[config.mk]
export PLATFORM = sky130hd
export DESIGN_NAME = ip_tcp_header_parser
export DESIGN_NICKNAME = d
export VERILOG_FILES = /design/src/hdl/ipth_pkg.sv /design/src/hdl/ipth_field_tracker.sv /design/src/hdl/ip_tcp_header_parser.sv
export SDC_FILE = /design/constraint.sdc
export NUM_CORES = 2
export LEC_CHECK = 0
export BUFFER_PORTS_ARGS = -buffer_cell sky130_fd_sc_hd__buf_4
export CAP_MARGIN = 0
export CORE_ASPECT_RATIO = 0.6
export CORE_UTILIZATION = 35
export CTS_BUF_LIST = sky130_fd_sc_hd__clkbuf_2
export CTS_CLUSTER_DIAMETER = 200
export DETAILED_ROUTE_END_ITERATION = 10
export MAX_ROUTING_LAYER = met4
export PLACE_DENSITY = 0.59
export SYNTH_ARGS = -nofsm -noshare
export SYNTH_HDL_FRONTEND = slang
export SYNTH_SLANG_ARGS = --single-unit
[constraint.sdc]
create_clock -name clk -period 12.9 [get_ports clk]
set_input_delay 0.645 -clock clk [delete_from_list [all_inputs] [get_ports clk]]
set_output_delay 0.645 -clock clk [all_outputs]
set_load 0.03 [all_outputs]
[src/hdl/ipth_pkg.sv]
// ----------------------------------------------------------------------------
// ipth_pkg
// Shared types, protocol codes and helpers for the IP/TCP header parser.
// ----------------------------------------------------------------------------
package ipth_pkg;

  localparam logic [3:0] IP_V4 = 4'd4;
  localparam logic [3:0] IP_V6 = 4'd6;

  localparam logic [7:0] PROTO_TCP   = 8'd6;
  localparam logic [7:0] NH_HOPOPT   = 8'd0;
  localparam logic [7:0] NH_ROUTING  = 8'd43;
  localparam logic [7:0] NH_FRAGMENT = 8'd44;
  localparam logic [7:0] NH_DSTOPTS  = 8'd60;

  localparam logic [15:0] V4_MIN_LEN    = 16'd20;
  localparam logic [15:0] V6_MIN_LEN    = 16'd54;
  localparam logic [15:0] V6_HDR_LEN    = 16'd40;
  localparam logic [15:0] TCP_MIN_BYTES = 16'd14;
  localparam logic [15:0] TCP_FLAGS_POS = 16'd13;
  localparam logic [15:0] TCP_ACC_BYTES = 16'd8;
  localparam logic [15:0] OFFSET_SAT    = 16'hFFFF;
  localparam logic [3:0]  V4_MIN_IHL    = 4'd5;

  typedef enum logic [1:0] {
    STATUS_OK      = 2'd0,
    STATUS_NOT_TCP = 2'd1,
    STATUS_FAIL    = 2'd2
  } status_t;

  // per-packet parse state
  typedef struct packed {
    logic [15:0] byte_position;
    logic [3:0]  ip_version;
    logic [3:0]  header_words;
    logic [7:0]  first_proto_byte;
    logic [15:0] total_length_field;
    logic [7:0]  next_header;
    logic [15:0] transport_offset;
    logic        chain_done;
    logic        ext_pending;
    logic [63:0] src_hi;
    logic [63:0] src_lo;
    logic [63:0] dst_hi;
    logic [63:0] dst_lo;
    logic [63:0] tcp_field_accum;
    logic [7:0]  flags_hold;
  } pkt_state_t;

  // one finished packet summary
  typedef struct packed {
    status_t     status;
    logic        is_ipv6;
    logic [63:0] src_addr_hi;
    logic [63:0] src_addr_lo;
    logic [63:0] dst_addr_hi;
    logic [63:0] dst_addr_lo;
    logic [15:0] source_port;
    logic [15:0] dest_port;
    logic [31:0] seq_number;
    logic [7:0]  tcp_flags;
    logic [15:0] ip_length;
  } pkt_result_t;

  function automatic logic is_len_ext(input logic [7:0] nh);
    return (nh == NH_HOPOPT) || (nh == NH_ROUTING) || (nh == NH_DSTOPTS);
  endfunction

  function automatic logic is_skippable(input logic [7:0] nh);
    return is_len_ext(nh) || (nh == NH_FRAGMENT);
  endfunction

  function automatic logic [15:0] sat_add(input logic [15:0] a, input logic [16:0] b);
    logic [16:0] s;
    s = {1'b0, a} + b;
    return s > {1'b0, OFFSET_SAT} ? OFFSET_SAT : s[15:0];
  endfunction

endpackage

[src/hdl/ipth_field_tracker.sv]
// ----------------------------------------------------------------------------
// ipth_field_tracker
// Holds the per-packet parse state, folds in one byte per step and forms the
// packet summary on the final byte.
// ----------------------------------------------------------------------------
module ipth_field_tracker #(
  parameter int MAX_PACKET_LEN = 65535
) (
  input  logic                 clk,
  input  logic                 rst,
  input  logic                 step,
  input  logic [7:0]           data_byte,
  input  logic                 last_byte,
  output ipth_pkg::pkt_result_t result
);
  import ipth_pkg::*;

  localparam logic [15:0] MaxLen = MAX_PACKET_LEN[15:0];

  pkt_state_t st;
  pkt_state_t st_next;
  pkt_state_t s;

  always_comb begin
    logic [15:0] pos;
    logic [15:0] d;
    logic [15:0] len;
    logic [15:0] hl;
    logic        ok;
    logic [15:0] ip_len;
    logic [8:0]  ext_units;

    s         = st;
    pos       = st.byte_position;
    d         = 16'd0;
    ext_units = {1'b0, data_byte} + 9'd1;

    if (pos < MaxLen) begin
      if (pos == 16'd0) begin
        s.ip_version   = data_byte[7:4];
        s.header_words = data_byte[3:0];
        if (data_byte[7:4] == IP_V4) begin
          s.transport_offset = {10'd0, data_byte[3:0], 2'b00};
          s.chain_done       = 1'b1;
        end
      end
      if (s.ip_version == IP_V4) begin
        if (pos == 16'd2 || pos == 16'd3)
          s.total_length_field = {s.total_length_field[7:0], data_byte};
        if (pos == 16'd9)
          s.first_proto_byte = data_byte;
        if (pos >= 16'd12 && pos <= 16'd15)
          s.src_lo = {s.src_lo[55:0], data_byte};
        if (pos >= 16'd16 && pos <= 16'd19)
          s.dst_lo = {s.dst_lo[55:0], data_byte};
      end else if (s.ip_version == IP_V6) begin
        if (pos == 16'd4 || pos == 16'd5)
          s.total_length_field = {s.total_length_field[7:0], data_byte};
        if (pos == 16'd6) begin
          s.first_proto_byte = data_byte;
          s.next_header      = data_byte;
          s.transport_offset = V6_HDR_LEN;
          s.chain_done       = !is_skippable(data_byte);
        end
        if (pos >= 16'd8 && pos <= 16'd15)
          s.src_hi = {s.src_hi[55:0], data_byte};
        if (pos >= 16'd16 && pos <= 16'd23)
          s.src_lo = {s.src_lo[55:0], data_byte};
        if (pos >= 16'd24 && pos <= 16'd31)
          s.dst_hi = {s.dst_hi[55:0], data_byte};
        if (pos >= 16'd32 && pos <= 16'd39)
          s.dst_lo = {s.dst_lo[55:0], data_byte};
        // extension chain: length byte sits one past the next-header byte
        if (pos > 16'd6 && !s.chain_done) begin
          if (s.ext_pending && ({1'b0, pos} == {1'b0, s.transport_offset} + 17'd1)) begin
            s.transport_offset = sat_add(s.transport_offset,
                                         {5'd0, ext_units, 3'b000});
            s.ext_pending      = 1'b0;
            s.chain_done       = !is_skippable(s.next_header);
          end else if (!s.ext_pending && pos == s.transport_offset) begin
            if (is_len_ext(s.next_header)) begin
              s.next_header = data_byte;
              s.ext_pending = 1'b1;
            end else begin
              s.next_header      = data_byte;
              s.transport_offset = sat_add(s.transport_offset, 17'd8);
              s.chain_done       = !is_skippable(data_byte);
            end
          end
        end
      end
      if (s.chain_done && !s.ext_pending && pos >= s.transport_offset) begin
        d = pos - s.transport_offset;
        if (d < TCP_ACC_BYTES)
          s.tcp_field_accum = {s.tcp_field_accum[55:0], data_byte};
        if (d == TCP_FLAGS_POS)
          s.flags_hold = data_byte;
      end
      s.byte_position = pos + 16'd1;
    end

    // packet summary from the state including this byte
    len    = s.byte_position;
    hl     = {10'd0, s.header_words, 2'b00};
    ok     = 1'b0;
    ip_len = 16'd0;
    if (s.ip_version == IP_V4) begin
      ok = len >= V4_MIN_LEN && s.header_words >= V4_MIN_IHL && len >= hl &&
           s.first_proto_byte == PROTO_TCP && len >= hl + TCP_MIN_BYTES;
      ip_len = (s.total_length_field != 16'd0) ? s.total_length_field : len;
    end else if (s.ip_version == IP_V6) begin
      ok = len >= V6_MIN_LEN && s.chain_done && !s.ext_pending &&
           s.next_header == PROTO_TCP &&
           ({1'b0, s.transport_offset} + {1'b0, TCP_MIN_BYTES} <= {1'b0, len});
      ip_len = s.total_length_field + V6_HDR_LEN;
    end

    result = '0;
    if (ok) begin
      result.status      = STATUS_OK;
      result.is_ipv6     = (s.ip_version == IP_V6);
      result.src_addr_hi = result.is_ipv6 ? s.src_hi : 64'd0;
      result.src_addr_lo = result.is_ipv6 ? s.src_lo : {32'd0, s.src_lo[31:0]};
      result.dst_addr_hi = result.is_ipv6 ? s.dst_hi : 64'd0;
      result.dst_addr_lo = result.is_ipv6 ? s.dst_lo : {32'd0, s.dst_lo[31:0]};
      result.source_port = s.tcp_field_accum[63:48];
      result.dest_port   = s.tcp_field_accum[47:32];
      result.seq_number  = s.tcp_field_accum[31:0];
      result.tcp_flags   = s.flags_hold;
      result.ip_length   = ip_len;
    end else if ((s.ip_version == IP_V4 && len >= 16'd10 &&
                  s.first_proto_byte != PROTO_TCP) ||
                 (s.ip_version == IP_V6 && len >= 16'd7 &&
                  s.first_proto_byte != PROTO_TCP)) begin
      result.status = STATUS_NOT_TCP;
    end else begin
      result.status = STATUS_FAIL;
    end

    st_next = last_byte ? pkt_state_t'('0) : s;
  end

  always_ff @(posedge clk) begin
    if (rst) begin
      st <= '0;
    end else if (step) begin
      st <= st_next;
    end
  end

endmodule

[src/hdl/ip_tcp_header_parser.sv]
// ----------------------------------------------------------------------------
// ip_tcp_header_parser
// Streams an IPv4/IPv6 packet byte by byte and reports addresses, TCP ports,
// sequence number, flags and IP length once per packet.
// ----------------------------------------------------------------------------
// One byte is taken per clock, with no gaps between bytes or packets while
// the input is not held (see below). Each byte passes an input register,
// then the field tracker folds it into the packet state; on the byte marked
// last the summary, formed from the state including that byte, is loaded
// into the result register as that byte leaves the input register.
// The result register decouples the two sides, so bytes keep flowing while a
// summary waits; only a final byte arriving behind a still-stalled summary
// holds the input. Status is ok, not TCP, or parse failure, with all other
// fields zero unless ok. Bytes past MAX_PACKET_LEN are ignored.
module ip_tcp_header_parser #(
  parameter int MAX_PACKET_LEN = 65535
) (
  input  logic        clk,
  input  logic        rst,
  input  logic        req_valid,
  output logic        req_stall,
  input  logic [7:0]  data_byte,
  input  logic        last_byte,
  output logic        res_valid,
  input  logic        res_stall,
  output logic [1:0]  status,
  output logic        is_ipv6,
  output logic [63:0] src_addr_hi,
  output logic [63:0] src_addr_lo,
  output logic [63:0] dst_addr_hi,
  output logic [63:0] dst_addr_lo,
  output logic [15:0] source_port,
  output logic [15:0] dest_port,
  output logic [31:0] seq_number,
  output logic [7:0]  tcp_flags,
  output logic [15:0] ip_length
);
  import ipth_pkg::*;

  logic        hold_valid;
  logic [7:0]  hold_byte;
  logic        hold_last;
  logic        hold_go;
  logic        res_free;
  pkt_result_t summary;
  pkt_result_t res;

  assign res_free  = !res_valid || !res_stall;
  assign hold_go   = hold_valid && (!hold_last || res_free);
  assign req_stall = hold_valid && !hold_go;

  always_ff @(posedge clk) begin
    if (rst) begin
      hold_valid <= 1'b0;
    end else if (req_valid && !req_stall) begin
      hold_valid <= 1'b1;
    end else if (hold_go) begin
      hold_valid <= 1'b0;
    end
  end

  always_ff @(posedge clk) begin
    if (req_valid && !req_stall) begin
      hold_byte <= data_byte;
      hold_last <= last_byte;
    end
  end

  ipth_field_tracker #(
    .MAX_PACKET_LEN(MAX_PACKET_LEN)
  ) u_tracker (
    .clk      (clk),
    .rst      (rst),
    .step     (hold_go),
    .data_byte(hold_byte),
    .last_byte(hold_last),
    .result   (summary)
  );

  always_ff @(posedge clk) begin
    if (rst) begin
      res_valid <= 1'b0;
    end else if (hold_go && hold_last) begin
      res_valid <= 1'b1;
    end else if (!res_stall) begin
      res_valid <= 1'b0;
    end
  end

  always_ff @(posedge clk) begin
    if (hold_go && hold_last) begin
      res <= summary;
    end
  end

  assign status      = res.status;
  assign is_ipv6     = res.is_ipv6;
  assign src_addr_hi = res.src_addr_hi;
  assign src_addr_lo = res.src_addr_lo;
  assign dst_addr_hi = res.dst_addr_hi;
  assign dst_addr_lo = res.dst_addr_lo;
  assign source_port = res.source_port;
  assign dest_port   = res.dest_port;
  assign seq_number  = res.seq_number;
  assign tcp_flags   = res.tcp_flags;
  assign ip_length   = res.ip_length;

endmodule
* Word-level counts from Yosys, hierarchy flattened
Cells that the tools add are included.
Word-level totals: output and inout port bits 349, input port bits 13, flip-flop bits (word level) 760, word-level logic and storage cells 192
Operators by class: mux-type cells 48, equal/unequal tests 24, magnitude comparators 24, reduce and logical (&&, ||, !) cells 55, add/subtract/negate cells 9
Operators by type and width (number):
- 402-bit 2-to-1 mux | 2
- 64-bit 2-to-1 mux | 10
- 306-bit 2-to-1 mux | 1
- 90-bit 2-to-1 mux | 2
- 16-bit 2-to-1 mux | 7
- 25-bit 2-to-1 mux | 4
- 72-bit 2-to-1 mux | 1
- 26-bit 2-to-1 mux | 2
- 17-bit 2-to-1 mux | 3
- 16-bit by 3-bit == test with 1-bit output, second input constant | 3
- 8-bit by 6-bit == test with 1-bit output, second input constant | 6
- 16-bit by 4-bit greater-or-equal comparator with 1-bit output, second input constant | 3
- 16-bit by 5-bit greater-or-equal comparator with 1-bit output, second input constant | 3
- 16-bit by 5-bit less-or-equal comparator with 1-bit output, second input constant | 3
- 8-bit 2-to-1 mux | 6
- 16-bit by 4-bit adder with 17-bit output, second input constant | 2
- 17-bit by 16-bit > comparator with 1-bit output, second input constant | 2
- 16-bit by 2-bit == test with 1-bit output, second input constant | 2
- 16-bit by 4-bit == test with 1-bit output, second input constant | 2
- 16-bit greater-or-equal comparator | 2
- 16-bit by 6-bit greater-or-equal comparator with 1-bit output, second input constant | 2
- 1-bit logical AND | 27
- 24-bit 2-to-1 mux | 1
- 4-bit by 3-bit == test with 1-bit output, second input constant | 5
- other kinds (31) | 59

* Depth between registers and ports, before layout
depth after elaboration 32, gate-level depth with buffers 43

* Cells and area by module
Synthesis repeated with hierarchy kept, for this count alone.
Second synthesis, totals: cell total of the unflattened synthesis 3910, area, all modules 36508.8 µm²
By module, submodules not included:
- ipth_field_tracker | times used 1, cells an instance 3541, seq. area each 8047.7 µm², area an instance 25725.9 µm²
- ip_tcp_header_parser | times used 1, cells an instance 369, seq. area each 10730.3 µm², area an instance 10782.8 µm²

* Worst setup path after synthesis
No wires, ideal clock.
kind register to register, start point reg hold_last, end point reg res, in the netlist dest_port[0] (enable), setup time 757 ps, period minus slack after synthesis 9868 ps, required time 12143 ps, path slack 3032 ps, cell stages (with the launch flop) 5, data arrival time 9111 ps, cell sequence edfxtp_1 clkbuf_1 clkbuf_1 clkbuf_1 and3_1
On the way: word-level cells in the longest chain between the ends 4
Ends and longest elaborated chain:
- start: declaration | line ip_tcp_header_parser.sv:42 | logic hold_last;
- start signal: assignment | line ip_tcp_header_parser.sv:65 | hold_last <= last_byte;
- 1-bit logical NOT | line ip_tcp_header_parser.sv:49 | assign hold_go = hold_valid && (!hold_last || res_free);
- 1-bit logical OR | line ip_tcp_header_parser.sv:49
- 1-bit logical AND | line ip_tcp_header_parser.sv:49
- 1-bit logical AND * | line ip_tcp_header_parser.sv:91 | if (hold_go && hold_last) begin
- end signal: assignment | line ip_tcp_header_parser.sv:92 | res <= summary;
- end: declaration | line ip_tcp_header_parser.sv:46 | pkt_result_t res;
Mark *: on every way between the ends. The rest lies on a longest branch, timed or not. A chain may end at the register's enable or synchronous reset.

* Worst setup path in the final report
start point reg u_tracker.st[395] (netlist name), end point reg u_tracker.st[50] (netlist name)
On the way: word-level cells in the longest chain between the ends 22, elaborated cells on any way between the ends 52, classes of those cells add/sub: 4; order compare: 6; eq/ne: 8; mux: 21; reduce/logical: 13
Ends and longest elaborated chain:
- start: declaration | line ipth_field_tracker.sv:20 | pkt_state_t st;
- start signal: assignment | line ipth_field_tracker.sv:147 | st <= st_next;
- 16-bit logical NOT | line ipth_field_tracker.sv:39 | if (pos == 16'd0) begin
- 17-bit 2-to-1 mux | line ipth_field_tracker.sv:39
- 25-bit 2-to-1 mux | line ipth_field_tracker.sv:59 | if (pos == 16'd6) begin
- 25-bit 2-to-1 mux | line ipth_field_tracker.sv:56 | end else if (s.ip_version == IP_V6) begin
- 25-bit 2-to-1 mux | line ipth_field_tracker.sv:47 | if (s.ip_version == IP_V4) begin
- 25-bit 2-to-1 mux | line ipth_field_tracker.sv:38 | if (pos < MaxLen) begin
- 16-bit by 4-bit adder with 17-bit output | line ipth_pkg.sv:75 | s = {1'b0, a} + b;
- 17-bit by 16-bit > comparator with 1-bit output | line ipth_pkg.sv:76 | return s > {1'b0, OFFSET_SAT} ? OFFSET_SAT : s[15:0];
- [6 not listed]
- 90-bit 2-to-1 mux | line ipth_field_tracker.sv:47
- 90-bit 2-to-1 mux | line ipth_field_tracker.sv:38
- 16-bit subtractor | line ipth_field_tracker.sv:93 | d = pos - s.transport_offset;
- 16-bit by 4-bit < comparator with 1-bit output | line ipth_field_tracker.sv:94 | if (d < TCP_ACC_BYTES)
- 64-bit 2-to-1 mux | line ipth_field_tracker.sv:94
- 72-bit 2-to-1 mux | line ipth_field_tracker.sv:92 | if (s.chain_done && !s.ext_pending && pos >= s.transport_offset) begin
- 402-bit 2-to-1 mux * | line ipth_field_tracker.sv:38
- 402-bit 2-to-1 mux * | line ipth_field_tracker.sv:140 | st_next = last_byte ? pkt_state_t'('0) : s;
Mark *: on every way between the ends. The rest lies on a longest branch, timed or not. The select of a mux whose other input is x is not followed.

==> impl_metrics.env <==
export IMPL_outcome="finished, final reports clean"
export IMPL_avgSynthCellArea_um2=9.22
export IMPL_drv_slew=0
export IMPL_setup_viol=0
export IMPL_clock_path_buffers=3
export IMPL_cts_sinks=760
export IMPL_syn_inst=3941
export IMPL_viasPerCell=5.60
export IMPL_cp_max_fo=56
export IMPL_min_period_ns=10.98
export IMPL_dieWidth_um=418
export IMPL_final_area_um2=42500
export IMPL_arrival_ns=12.40
export IMPL_ys_top_cells_by_area="edfxtp_1 29%, dfxtp_1 22%, nand2_1 6.6%"
export IMPL_peakVddDrop_uv=79.7
export IMPL_start_util=0.353
export IMPL_dieArea_um2=105000
export IMPL_synth_edf_count=356
export IMPL_tns_ns=0
export IMPL_drc=0
export IMPL_cts_root_buf="clkbuf_2"
export IMPL_synth_seq_area_share=0.517
export IMPL_drive_gt1_frac=0.184
export IMPL_synth_seq_cells=760
export IMPL_fin_nets=4371
export IMPL_port_buffers=361
export IMPL_first_global_vias=29800
export IMPL_worstMarginPinSlew_ns=1.32
export IMPL_firstDrtPassIters=6
export IMPL_cts_buffers=181
export IMPL_cap_violations=0
export IMPL_synth_top_cell_area_share=0.294
export IMPL_rows=91
export IMPL_synth_largest_area_cell="edfxtp_1"
export IMPL_antenna_found_initial=4
export IMPL_grt_pass1_wl_um=201000
export IMPL_rsz0062_at_grt="no"
export IMPL_synth_nets=4018
export IMPL_gp_congestion=1.00
export IMPL_gr_total_overflow=0
export IMPL_num_vias=32800
export IMPL_clk_pin_slew_worst_paths_ns=0.16
export IMPL_end_kind="flop"
export IMPL_cpMostUsedCell="o21ai_0"
export IMPL_synth_flop_cell="dfxtp_1"
export IMPL_htreeDepth=4
export IMPL_die_h_um=252
export IMPL_num_fill_cells=10314
export IMPL_core_um2=103000
export IMPL_ant_nets=0
export IMPL_synth_cell_types=93
export IMPL_fin_crit_sh=0.851
export IMPL_synthTopCellsByCount="638 x nand2_1, 558 x nor2_1, 404 x dfxtp_1"
export IMPL_cts_setup_buffers=0
export IMPL_fin_skew_ns=0.167
export IMPL_area_delta_synth_final_pct=17.0
export IMPL_track_usage=0.262
export IMPL_worstPathRequired_ns=14.33
export IMPL_ys_warn_count=0
export IMPL_place_area_um2=40400
export IMPL_cts_tree="yes"
export IMPL_max_slew_margin=0.116
export IMPL_grt_max_degree=112
export IMPL_fmax_mhz=91.1
export IMPL_clock_latency_ns=1.64
export IMPL_synthArstFlopShare=0
export IMPL_dpl_hpwl_um=91900
export IMPL_wire_per_inst_um=23.5
export IMPL_drt_initial_drc_count=4072
export IMPL_p_per_area_nw_per_um2=105
export IMPL_p_leak_nw=15.4
export IMPL_cp_start_kind="flop"
export IMPL_synth_most_common_cell="nand2_1"
export IMPL_hp_class="primary input to flop"
export IMPL_crit_type="flop to flop"
export IMPL_drt_total_wl_um=138000
export IMPL_crit_path_max_incr_delay_ns=0.85
export IMPL_ios=362
export IMPL_netlist_area_um2=36300
export IMPL_hold_violations=0
export IMPL_slowest_stage="and4_1"
cell families (layout without fill, tap and decap cells):
family / after synthesis / count (layout) / share of synthesized area
and+or+nand+nor: 1554 / 1554 / 0.187
AOI/OAI and AO/OA: 1009 / 1009 / 0.183
DFF: 760 / 760 / 0.517
buffers and inverters: 359 / 869 / 0.0403
muxes: 104 / 104 / 0.0290
xor gates and xnor gates: 91 / 91 / 0.0227
adders and majority gates: 64 / 64 / 0.0222
other: 0 / 10 / 0
cell type report:
cell class                 instances  area (um^2)  share of cell area
clock inverter                    65          414             0.00974
clock buffer                     275         1380              0.0324
inverter                          53          199             0.00468
sequential                       760        18800               0.442
timing repair buffer             476         3690              0.0867
multi-input combinational       2822        16300               0.383
antenna                           10         25.0            0.000589
tap                             1395         1750              0.0410
layer usage:
metal / vias up / GRT usage / routed length (um) / part of all wire
met5: - / - / 0 / 0
met4: 0 / 0.0669 / 2560 / 0.019
met3: 164 / 0.0530 / 12100 / 0.088
met2: 1487 / 0.341 / 55800 / 0.41
met1: 16174 / 0.402 / 67300 / 0.49
li1: 14975 / - / - / -
placed cells by master (no fill, tap or decap), types with 10 or more instances in the layout:
cell,instances
clkinv_1,41
a21oi_1,367
a31oi_1,30
nand2_1,637
and2_1,20
o211ai_1,10
mux2i_1,95
clkinv_2,10
nor2_1,553
nand3_1,69
or3_1,19
a32oi_1,16
o22ai_1,10
and3_1,18
o21ai_0,81
xor2_1,29
inv_1,52
nor2b_1,21
buf_4,445
a21o_1,19
edfxtp_1,356
dfxtp_1,404
xnor2_1,60
clkbuf_2,275
nor3_1,49
nor4_1,13
or4_1,10
diode_2,10
nand4_1,35
ha_1,63
a22o_1,59
nand2b_1,22
a211oi_1,11
dlygate4sd3_1,27
nand3b_1,20
a22oi_1,294
worst paths after layout:
check / start / to / slack, ns / cells past startpoint
setup reg to reg: u_tracker.st[395] / u_tracker.st[50] / 1.92 / 32
hold / removal: data_byte[0] / hold_byte[0] / 0.24 / 3
hold reg to reg: u_tracker.st[67] / u_tracker.st[67] / 0.49 / 1
setup / recovery: u_tracker.st[395] / u_tracker.st[50] / 1.92 / 32
where the power goes:
group	leakage [nW]	switching, W	internal [W]
Sequential	7.22	0.00000660	0.00252
Clock	1.35	0.00106	0.000667
Combinational	6.80	0.000170	0.0000568
Total	15.4	0.00124	0.00324
sequential cells by signal (all words and copies together), names as in the netlist, 32 cells and up:
signal        count
dst_addr_lo      64
dst_addr_hi      64
seq_number       32
src_addr_hi      64
src_addr_lo      64
u_tracker.st    402
metrics by stage:
stage | total power [W] | utilization | std cells | hold slack [ns] | worst slack [ns]
detailed placement | 0.00280 | 0.393 | 5479 | 0.463 | 2.47
finish | 0.00448 | 0.414 | 5856 | 0.237 | 1.92
global placement | 0.00280 | 0.393 | 5479 | 0.460 | 2.63
global route | 0.00466 | 0.413 | 5853 | 0.121 | 1.47
floorplan | 0.00272 | - | 3941 | 0.446 | 3.03
CTS | 0.00453 | 0.413 | 5846 | 0.0747 | 2.46
critical path, delay by kind of cell (launching register included):
family | cells | cell delay, ns
buffers and inverters | 1 | 0.23
AO/OA/AOI/OAI | 15 | 4.36
flip-flops | 1 | 0.54
adder cells (fa/ha/maj) | 2 | 0.82
XOR/XNOR | 1 | 0.11
AND/OR/NAND/NOR | 13 | 4.67
what timing repair did:
item,CTS,global route
hold buffers,27,0
resized for setup,0,0
endpoints found under the hold margin,290,0
Power figures use the tool's default switching activity.
